`src/rtl/core/pq_int4_adc_distance_assert.svh`:
```
// Assertion macros shared by the distance block's top level and merge stage.
`ifndef PQ_INT4_ADC_DISTANCE_ASSERT_SVH
`define PQ_INT4_ADC_DISTANCE_ASSERT_SVH
`ifndef ASSERT_OFF
// Checked on every rising edge of clk, suspended while rst is high.
`define PQADC_ASSERT(lbl, prop, msg) \
  lbl: assert property (@(posedge clk) disable iff (rst) prop) else $error(msg);
// Checked on every rising edge of clk, reset included.
`define PQADC_ASSERT_RST(lbl, prop, msg) \
  lbl: assert property (@(posedge clk) prop) else $error(msg);
`else
`define PQADC_ASSERT(lbl, prop, msg)
`define PQADC_ASSERT_RST(lbl, prop, msg)
`endif
`endif

```
`src/rtl/core/pqadc_pkg.sv`:
```
// Shared types and constants of the 4-bit product-quantization distance block.
package pqadc_pkg;

  // Field widths.
  localparam int CMD_W     = 1;
  localparam int INDEX_W   = 12;
  localparam int VALUE_W   = 32;
  localparam int WORD_W    = 64;
  localparam int SUM_W     = 40;
  localparam int CFG_W     = 9;

  // Code geometry: 16 nibbles per word, 16 centroids per subspace.
  localparam int CODE_W    = 4;
  localparam int CENTROIDS = 16;
  localparam int LANES     = 16;
  localparam int LANE_W    = 4;

  // Defaults.
  localparam int MAX_SUBSPACES_DEF = 256;
  localparam logic [CFG_W-1:0] NUM_SUBSPACES_RST = CFG_W'(16);

  // Item commands.
  typedef enum logic [CMD_W-1:0] {
    CMD_WRITE = 1'b0,
    CMD_CODE  = 1'b1
  } cmd_t;

  // Per-lane bank control for one cycle.
  typedef struct packed {
    logic wr_en;
    logic rd_en;
    logic use_entry;
  } lane_ctl_t;

  // A code word leaving the lane stage.
  typedef struct packed {
    logic valid;
    logic last;
  } word_ctl_t;

endpackage

```
`src/rtl/core/pqadc_res_if.sv`:
```
// Output channel: one distance per candidate.
interface pqadc_res_if import pqadc_pkg::*; ();
  logic                    valid;
  logic                    ready;
  logic signed [SUM_W-1:0] distance;

  modport source (output valid, distance, input ready);
  modport sink (input valid, distance, output ready);
endinterface

```
`src/rtl/core/pqadc_merge.sv`:
```
// Adder tree over the lanes, per-candidate accumulator and output register.
`include "pq_int4_adc_distance_assert.svh"
module pqadc_merge import pqadc_pkg::*; (
  input  logic                      clk,
  input  logic                      rst,
  input  word_ctl_t                 word,
  output logic                      word_ready,
  input  logic signed [VALUE_W-1:0] lane_val [LANES],
  pqadc_res_if.source               res
);

  localparam int GROUPS     = 4;
  localparam int GROUP_SIZE = LANES / GROUPS;
  localparam int PART_W     = VALUE_W + 2;
  localparam int WSUM_W     = PART_W + 2;

  logic signed [PART_W-1:0] parts [GROUPS];
  logic signed [PART_W-1:0] parts_next [GROUPS];
  logic                     av;
  logic                     a_last;
  logic                     a_free;
  logic signed [WSUM_W-1:0] wsum;
  logic signed [WSUM_W-1:0] wsum_next;
  logic                     bv;
  logic                     b_last;
  logic                     b_go;
  logic                     b_free;
  logic signed [SUM_W-1:0]  acc;
  logic signed [SUM_W-1:0]  acc_sum;
  logic                     out_free;

  // Handshake between stages: a stage moves when the one after it has room.
  assign out_free   = !res.valid || res.ready;
  assign b_go       = bv && (!b_last || out_free);
  assign b_free     = !bv || b_go;
  assign a_free     = !av || b_free;
  assign word_ready = a_free;

  // First tree level: four lanes per group.
  always_comb begin
    for (int g = 0; g < GROUPS; g++) begin
      parts_next[g] = PART_W'(lane_val[g*GROUP_SIZE])
                    + PART_W'(lane_val[g*GROUP_SIZE+1])
                    + PART_W'(lane_val[g*GROUP_SIZE+2])
                    + PART_W'(lane_val[g*GROUP_SIZE+3]);
    end
  end

  always_ff @(posedge clk) begin
    if (rst) begin
      av <= 1'b0;
    end else if (a_free) begin
      av <= word.valid;
    end
  end

  always_ff @(posedge clk) begin
    if (a_free && word.valid) begin
      parts  <= parts_next;
      a_last <= word.last;
    end
  end

  // Second tree level: sum of the groups.
  assign wsum_next = WSUM_W'(parts[0]) + WSUM_W'(parts[1])
                   + WSUM_W'(parts[2]) + WSUM_W'(parts[3]);

  always_ff @(posedge clk) begin
    if (rst) begin
      bv <= 1'b0;
    end else if (b_free) begin
      bv <= av;
    end
  end

  always_ff @(posedge clk) begin
    if (b_free && av) begin
      wsum   <= wsum_next;
      b_last <= a_last;
    end
  end

  // Accumulate the word; the last word of a candidate loads the output.
  assign acc_sum = acc + SUM_W'(wsum);

  always_ff @(posedge clk) begin
    if (rst) begin
      acc <= '0;
    end else if (b_go) begin
      acc <= b_last ? '0 : acc_sum;
    end
  end

  always_ff @(posedge clk) begin
    if (rst) begin
      res.valid <= 1'b0;
    end else if (b_go && b_last) begin
      res.valid <= 1'b1;
    end else if (res.ready) begin
      res.valid <= 1'b0;
    end
  end

  always_ff @(posedge clk) begin
    if (b_go && b_last) begin
      res.distance <= acc_sum;
    end
  end

  `PQADC_ASSERT(a_acc_clear, b_go && b_last |=> acc == '0, "accumulator not cleared after a candidate")
  `PQADC_ASSERT(a_tree_hold, av && !b_free |=> av && $stable(parts[0]) && $stable(parts[GROUPS-1]), "first tree stage lost a word while stalled")
  `PQADC_ASSERT(a_res_origin, $rose(res.valid) |-> $past(bv && b_last), "result without a last word")
  `PQADC_ASSERT_RST(a_rst_empty, rst |=> !res.valid && !bv && !av, "pipeline not empty after reset")

endmodule
```
`src/flat_wrapper.sv`:
```
// flat-port wrapper written by rule: the top's interface ports become plain ports
module pqadc_merge_flat import pqadc_pkg::*;
  (clk, rst, word, word_ready, lane_val, res_valid, res_distance, res_ready);
  pqadc_res_if res_i ();
  input  logic clk;
  input  logic rst;
  input  word_ctl_t word;
  output logic word_ready;
  input  logic signed [VALUE_W-1:0] lane_val[LANES];
  output wire logic [$bits(res_i.valid)-1:0] res_valid;
  output wire logic [$bits(res_i.distance)-1:0] res_distance;
  input wire logic [$bits(res_i.ready)-1:0] res_ready;
  assign res_valid = res_i.valid;
  assign res_distance = res_i.distance;
  assign res_i.ready = res_ready;
  pqadc_merge u_core (.clk(clk), .rst(rst), .word(word), .word_ready(word_ready), .lane_val(lane_val), .res(res_i));
endmodule
```
`config.mk`:
```
export PLATFORM = sky130hd
export DESIGN_NAME = pqadc_merge_flat
export DESIGN_NICKNAME = d
export VERILOG_FILES = /design/src/rtl/core/pqadc_pkg.sv /design/src/rtl/core/pqadc_res_if.sv /design/src/rtl/core/pqadc_merge.sv /design/src/flat_wrapper.sv
export VERILOG_INCLUDE_DIRS = /design/src /design/src/rtl/core
export SDC_FILE = /design/constraint.sdc
export NUM_CORES = 1
export LEC_CHECK = 0
export BUFFER_PORTS_ARGS = -buffer_cell sky130_fd_sc_hd__buf_2
export CAP_MARGIN = 20
export CORE_UTILIZATION = 30
export CTS_BUF_LIST = sky130_fd_sc_hd__clkbuf_16
export DETAILED_ROUTE_END_ITERATION = 6
export GPL_ROUTABILITY_DRIVEN = 0
export SYNTH_ARGS = -nofsm -noshare
export SYNTH_HDL_FRONTEND = slang
export SYNTH_SLANG_ARGS = --single-unit
```
`constraint.sdc`:
```
create_clock -name clk -period 10.58 [get_ports clk]
set_clock_uncertainty 0.05 [all_clocks]
set_input_delay 2.645 -clock clk [delete_from_list [all_inputs] [get_ports clk]]
set_output_delay 2.645 -clock clk [all_outputs]
set_load 0.01 [all_outputs]
```
# After elaboration in Yosys (flattened, before gate mapping)
# Cells that the tools add are included.
totals:
  ff_bits: 257
  in_bits: 517
classes:
  n_reduce_logical: 13
  mux: 3
  add_sub_neg: 16
ops:
  columns: ["op", "count"]
  rows:
  - ["$add 33x32->34", 4]
  - ["$add 34x32->34", 4]
  - ["$add 32x32->33", 4]
  - ["$add 40x36->40", 1]
  - ["$mux 40", 1]
  - ["$add 35x34->36", 1]
  - ["$add 36x34->36", 1]
  - ["$add 34x34->35", 1]
  - ["$logic_and 1x1->1", 4]
  - ["$logic_not 1->1", 4]
  - ["$logic_or 1x1->1", 4]
  - ["$mux 1", 2]
  - ["$reduce_bool 2->1", 1]

# Depth between registers and ports, before layout
depth:
  ltp_word: 7
  mapped_depth: 17
  mapped_depth_nobuf: 17

# Worst setup path before layout
# Ideal clock, no wire load.
synth_path:
  path_kind: "input to register"
  startpoint: "input res_ready"
  endpoint: "register u_core.a_last, enable pin"
  stages: 3
  t_arrival_ns: 9.533
  required_ns: 9.852
  slack_ns: 0.319
  cell_sequence: "nor2b_1 -> and3_1 -> a21oi_1"
synth_between:
  elab_chain_cells: 6
synth_rtl:
  columns: ["element", "line", "rtl"]
  rows:
  - ["start, declared", "flat_wrapper.sv:12", "input wire logic [$bits(res_i.ready)-1:0] res_ready;"]
  - ["$logic_or 1x1->1", "pqadc_merge.sv:33", "assign out_free = !res.valid || res.ready;"]
  - ["$logic_or 1x1->1", "pqadc_merge.sv:34", "assign b_go = bv && (!b_last || out_free);"]
  - ["$logic_and 1x1->1", "pqadc_merge.sv:34", null]
  - ["$logic_or 1x1->1", "pqadc_merge.sv:35", "assign b_free = !bv || b_go;"]
  - ["$logic_or 1x1->1", "pqadc_merge.sv:36", "assign a_free = !av || b_free;"]
  - ["$logic_and 1x1->1", "pqadc_merge.sv:58", "if (a_free && word.valid) begin"]
  - ["end signal, assigned", "pqadc_merge.sv:60", "a_last <= word.last;"]
  - ["end, declared", "pqadc_merge.sv:20", "logic a_last;"]
# No other way between the ends.
# A chain may end at the register's enable or synchronous reset.

==> qor.yml <==
yosys.area.top_type: "fa_1"
cts.sinks: 257
synthFlopType: "edfxtp_1"
synth_area_um2: 26840
synth_top_area_share_pct: 24.62
grt.busiest_layer: "met2"
die_area_um2: 90660
postCtsHoldBufs: 0
ctsResizeCount: 0
clk_path_buf_depth: 3
io_buffers: 558
cp_max_fo: 4
final_core_util_pct: 36.44
status: "finished, violations left"
syn_nets: 3832
synth.area.top_cells: "fa_1 25%, edfxtp_1 24%, inv_1 11%"
totalWireLength_mm: 71.94
htree_levels: 2
rsz0062_at_grt: "no"
core-area_um2: 88510
nFillCells: 8935
p_leak_nw: 16.67
cp.required_ns: 10.83
insertion_delay_ns: 0.55
final_cell_mix: "823 x inv_1, 558 x buf_2, 330 x fa_1"
fin_setup_tns_ns: 0
p_seq_share_pct: 18.3
crit_arrival_ns: 7.27
internal_power_mw: 6.014
cap_violations: 0
post_cts_buffers: 0
netSwitchingFraction_pct: 47.83
antenna_found_initial: 4
synth.avg_cell_area_um2: 9.657
fmax_mhz: 142.4
drive_gt1_share_pct: 18.96
rows: 109
ys_warn_count: 0
detail-route-antenna-nets: 0
grt_pass1_vias: 21050
wl_per_cell_um: 15.80
num_io_pins: 559
synth-edff-count: 214
use_met2_pct: 27.58
area_growth_pct: 20.19
slew_violations: 0
r2r_slack_ns: 5.24
drtPass1Iterations: 7
nets: 4413
die_y_um: 301.1
final_common_cell: "inv_1"
synth.distinct_cells: 72
cts_tree: "done"
min_period_ns: 7.021
first_iter_violations: 963
p_per_area_nw_per_um2: 357.4
synth-seq-area-share_pct: 27.15
async_flop_share_pct: 0
startpoint_type: "primary input"
hpwl_mm: 62.32
hold_viol: 0
cts_buffers: 35
viasPerCell: 4.450
end_kind: "flip-flop"
grt_pass1_wl_mm: 112.2
drc: 30
p_comb_share_pct: 71.6
setup_violations: 0
violations: "design-rule violations"
power.share.clock_pct: 10.1
hold_path.class: "flip-flop to flip-flop"
cts.root.buffer_cell: "clkbuf_16"
finalCritPeriodShare_pct: 66.36
grt_use_met3_pct: 1.563
worst_pin_slew_ns: 1.055
max_slew_margin_pct: 29.64
initial_utilization_pct: 30.32
synth_seq_cells: 257
overflow: 0
die_w_um: 301.1
vdd_drop_max_mv: 0.3084
clkTransAtPathRegs_ns: 0.06
vias: 20260
grtUsageMet1_pct: 21.13
critical_path_class: "primary input to flip-flop"
grt_max_degree: 77
power.switching_mw: 5.513
grt_usage_pct: 15.91
synth_cells: 2779
==> sequential cells by signal, indices dropped and copies added (netlist names) <==
register / cells
u_core.a_last: 1
u_core.acc: 40
u_core.parts: 136
u_core.res.distance: 40
u_core.bv: 1
u_core.wsum: 36
u_core.av: 1
u_core.b_last: 1
u_core.res.valid: 1
==> cells in the mapped netlist, types with 10 or more instances <==
| cell | n |
|---|---|
| nand4_1 | 14 |
| and3_1 | 19 |
| o211ai_1 | 19 |
| a211oi_1 | 13 |
| o21a_1 | 23 |
| nand3_1 | 34 |
| edfxtp_1 | 214 |
| o21bai_1 | 20 |
| ha_1 | 206 |
| nor2b_1 | 21 |
| a22oi_1 | 18 |
| xor2_1 | 56 |
| inv_1 | 818 |
| a21o_1 | 108 |
| nor2_1 | 122 |
| a31oi_1 | 18 |
| fa_1 | 330 |
| nor3_1 | 32 |
| and2_1 | 11 |
| o21ai_0 | 92 |
| dfxtp_1 | 43 |
| a21boi_0 | 10 |
| clkbuf_1 | 22 |
| a22o_1 | 19 |
| nand2b_1 | 15 |
| nand2_1 | 95 |
| xnor2_1 | 118 |
| a21oi_1 | 160 |
==> kinds of logic (layout without fill, tap and decap cells) <==
| group | Yosys count | after routing | share of synthesized area [%] |
|---|---|---|---|
| other | 0 | 2 | 0 |
| AND/OR/NAND/NOR | 397 | 397 | 7.035 |
| XOR/XNOR | 174 | 174 | 5.679 |
| flip-flops | 257 | 257 | 27.15 |
| buffers and inverters | 841 | 1448 | 11.77 |
| AO/OA/AOI/OAI | 574 | 574 | 14.15 |
| adder cells (fa/ha/maj) | 536 | 536 | 34.22 |
==> worst max-delay path, stage by stage <==
cell and delay (ns):
buf_2 0.08, inv_1 0.05, fa_1 0.50, fa_1 0.49, inv_1 0.06, ha_1 0.26, a21o_1 0.15, a21oi_1 0.23
o21bai_1 0.17, o311ai_0 0.85, a31oi_1 0.42, a41oi_1 0.56, o221a_2 0.35, o21ai_0 0.15, a31oi_1 0.23, xnor2_1 0.08
==> layout make-up <==
cell class | count | area, um^2 | area share, %
Sequential cell | 257 | 7287 | 22.59
Clock inverter | 28 | 257.7 | 0.7991
Tap cell | 1165 | 1458 | 4.519
Inverter | 818 | 3070 | 9.519
Timing Repair Buffer | 567 | 2873 | 8.906
Clock buffer | 35 | 875.8 | 2.715
Antenna cell | 2 | 5.005 | 0.01552
Multi-Input combinational cell | 1681 | 16430 | 50.93
==> power by group through the flow <==
| stage | sequential [mW] | combinational, mW | clock (mW) |
|---|---|---|---|
| 2_1_floorplan | 2.07 | 6.01 | 0 |
| 3_3_place_gp | 2.13 | 8.28 | 0 |
| 3_5_place_dp | 2.13 | 8.35 | 0 |
| 4_1_cts | 2.12 | 8.40 | 1.21 |
| 5_1_grt | 2.15 | 9.43 | 1.24 |
| 6_report | 2.11 | 8.25 | 1.16 |
==> through the flow <==
step | area [um^2] | setup slack [ns] | total power, mW | cells | hold slack, ns
global route | 32250 | 3.282 | 12.81 | 4553 | 0.4048
floorplan | 26840 | 0.3193 | 8.074 | 2779 | 0.3503
detailed placement | 31100 | 2.945 | 10.48 | 4487 | 0.3562
CTS | 32230 | 3.544 | 11.72 | 4550 | 0.3842
finish | 32250 | 3.559 | 11.53 | 4553 | 0.3778
global placement | 31100 | 2.992 | 10.41 | 4487 | 0.3535
==> path summary, 6_finish.rpt <==
path,startpoint,to,depth (start not counted)
max,lane_val[386],u_core.parts[134]$_DFFE_PP_,16
min,u_core.a_last$_DFFE_PP_,u_core.b_last$_DFFE_PP_,0
max reg2reg,u_core.parts[1]$_DFFE_PP_,u_core.wsum[35]$_DFFE_PP_,17
min reg2reg,u_core.a_last$_DFFE_PP_,u_core.b_last$_DFFE_PP_,0
==> routing by layer <==
layer,part of all wire (%),vias up
li1,-,10100
met1,45,9667
met2,49,424
met3,3.8,75
met4,2.0,2
met5,0.019,-
(Power assumes the default switching activity.)
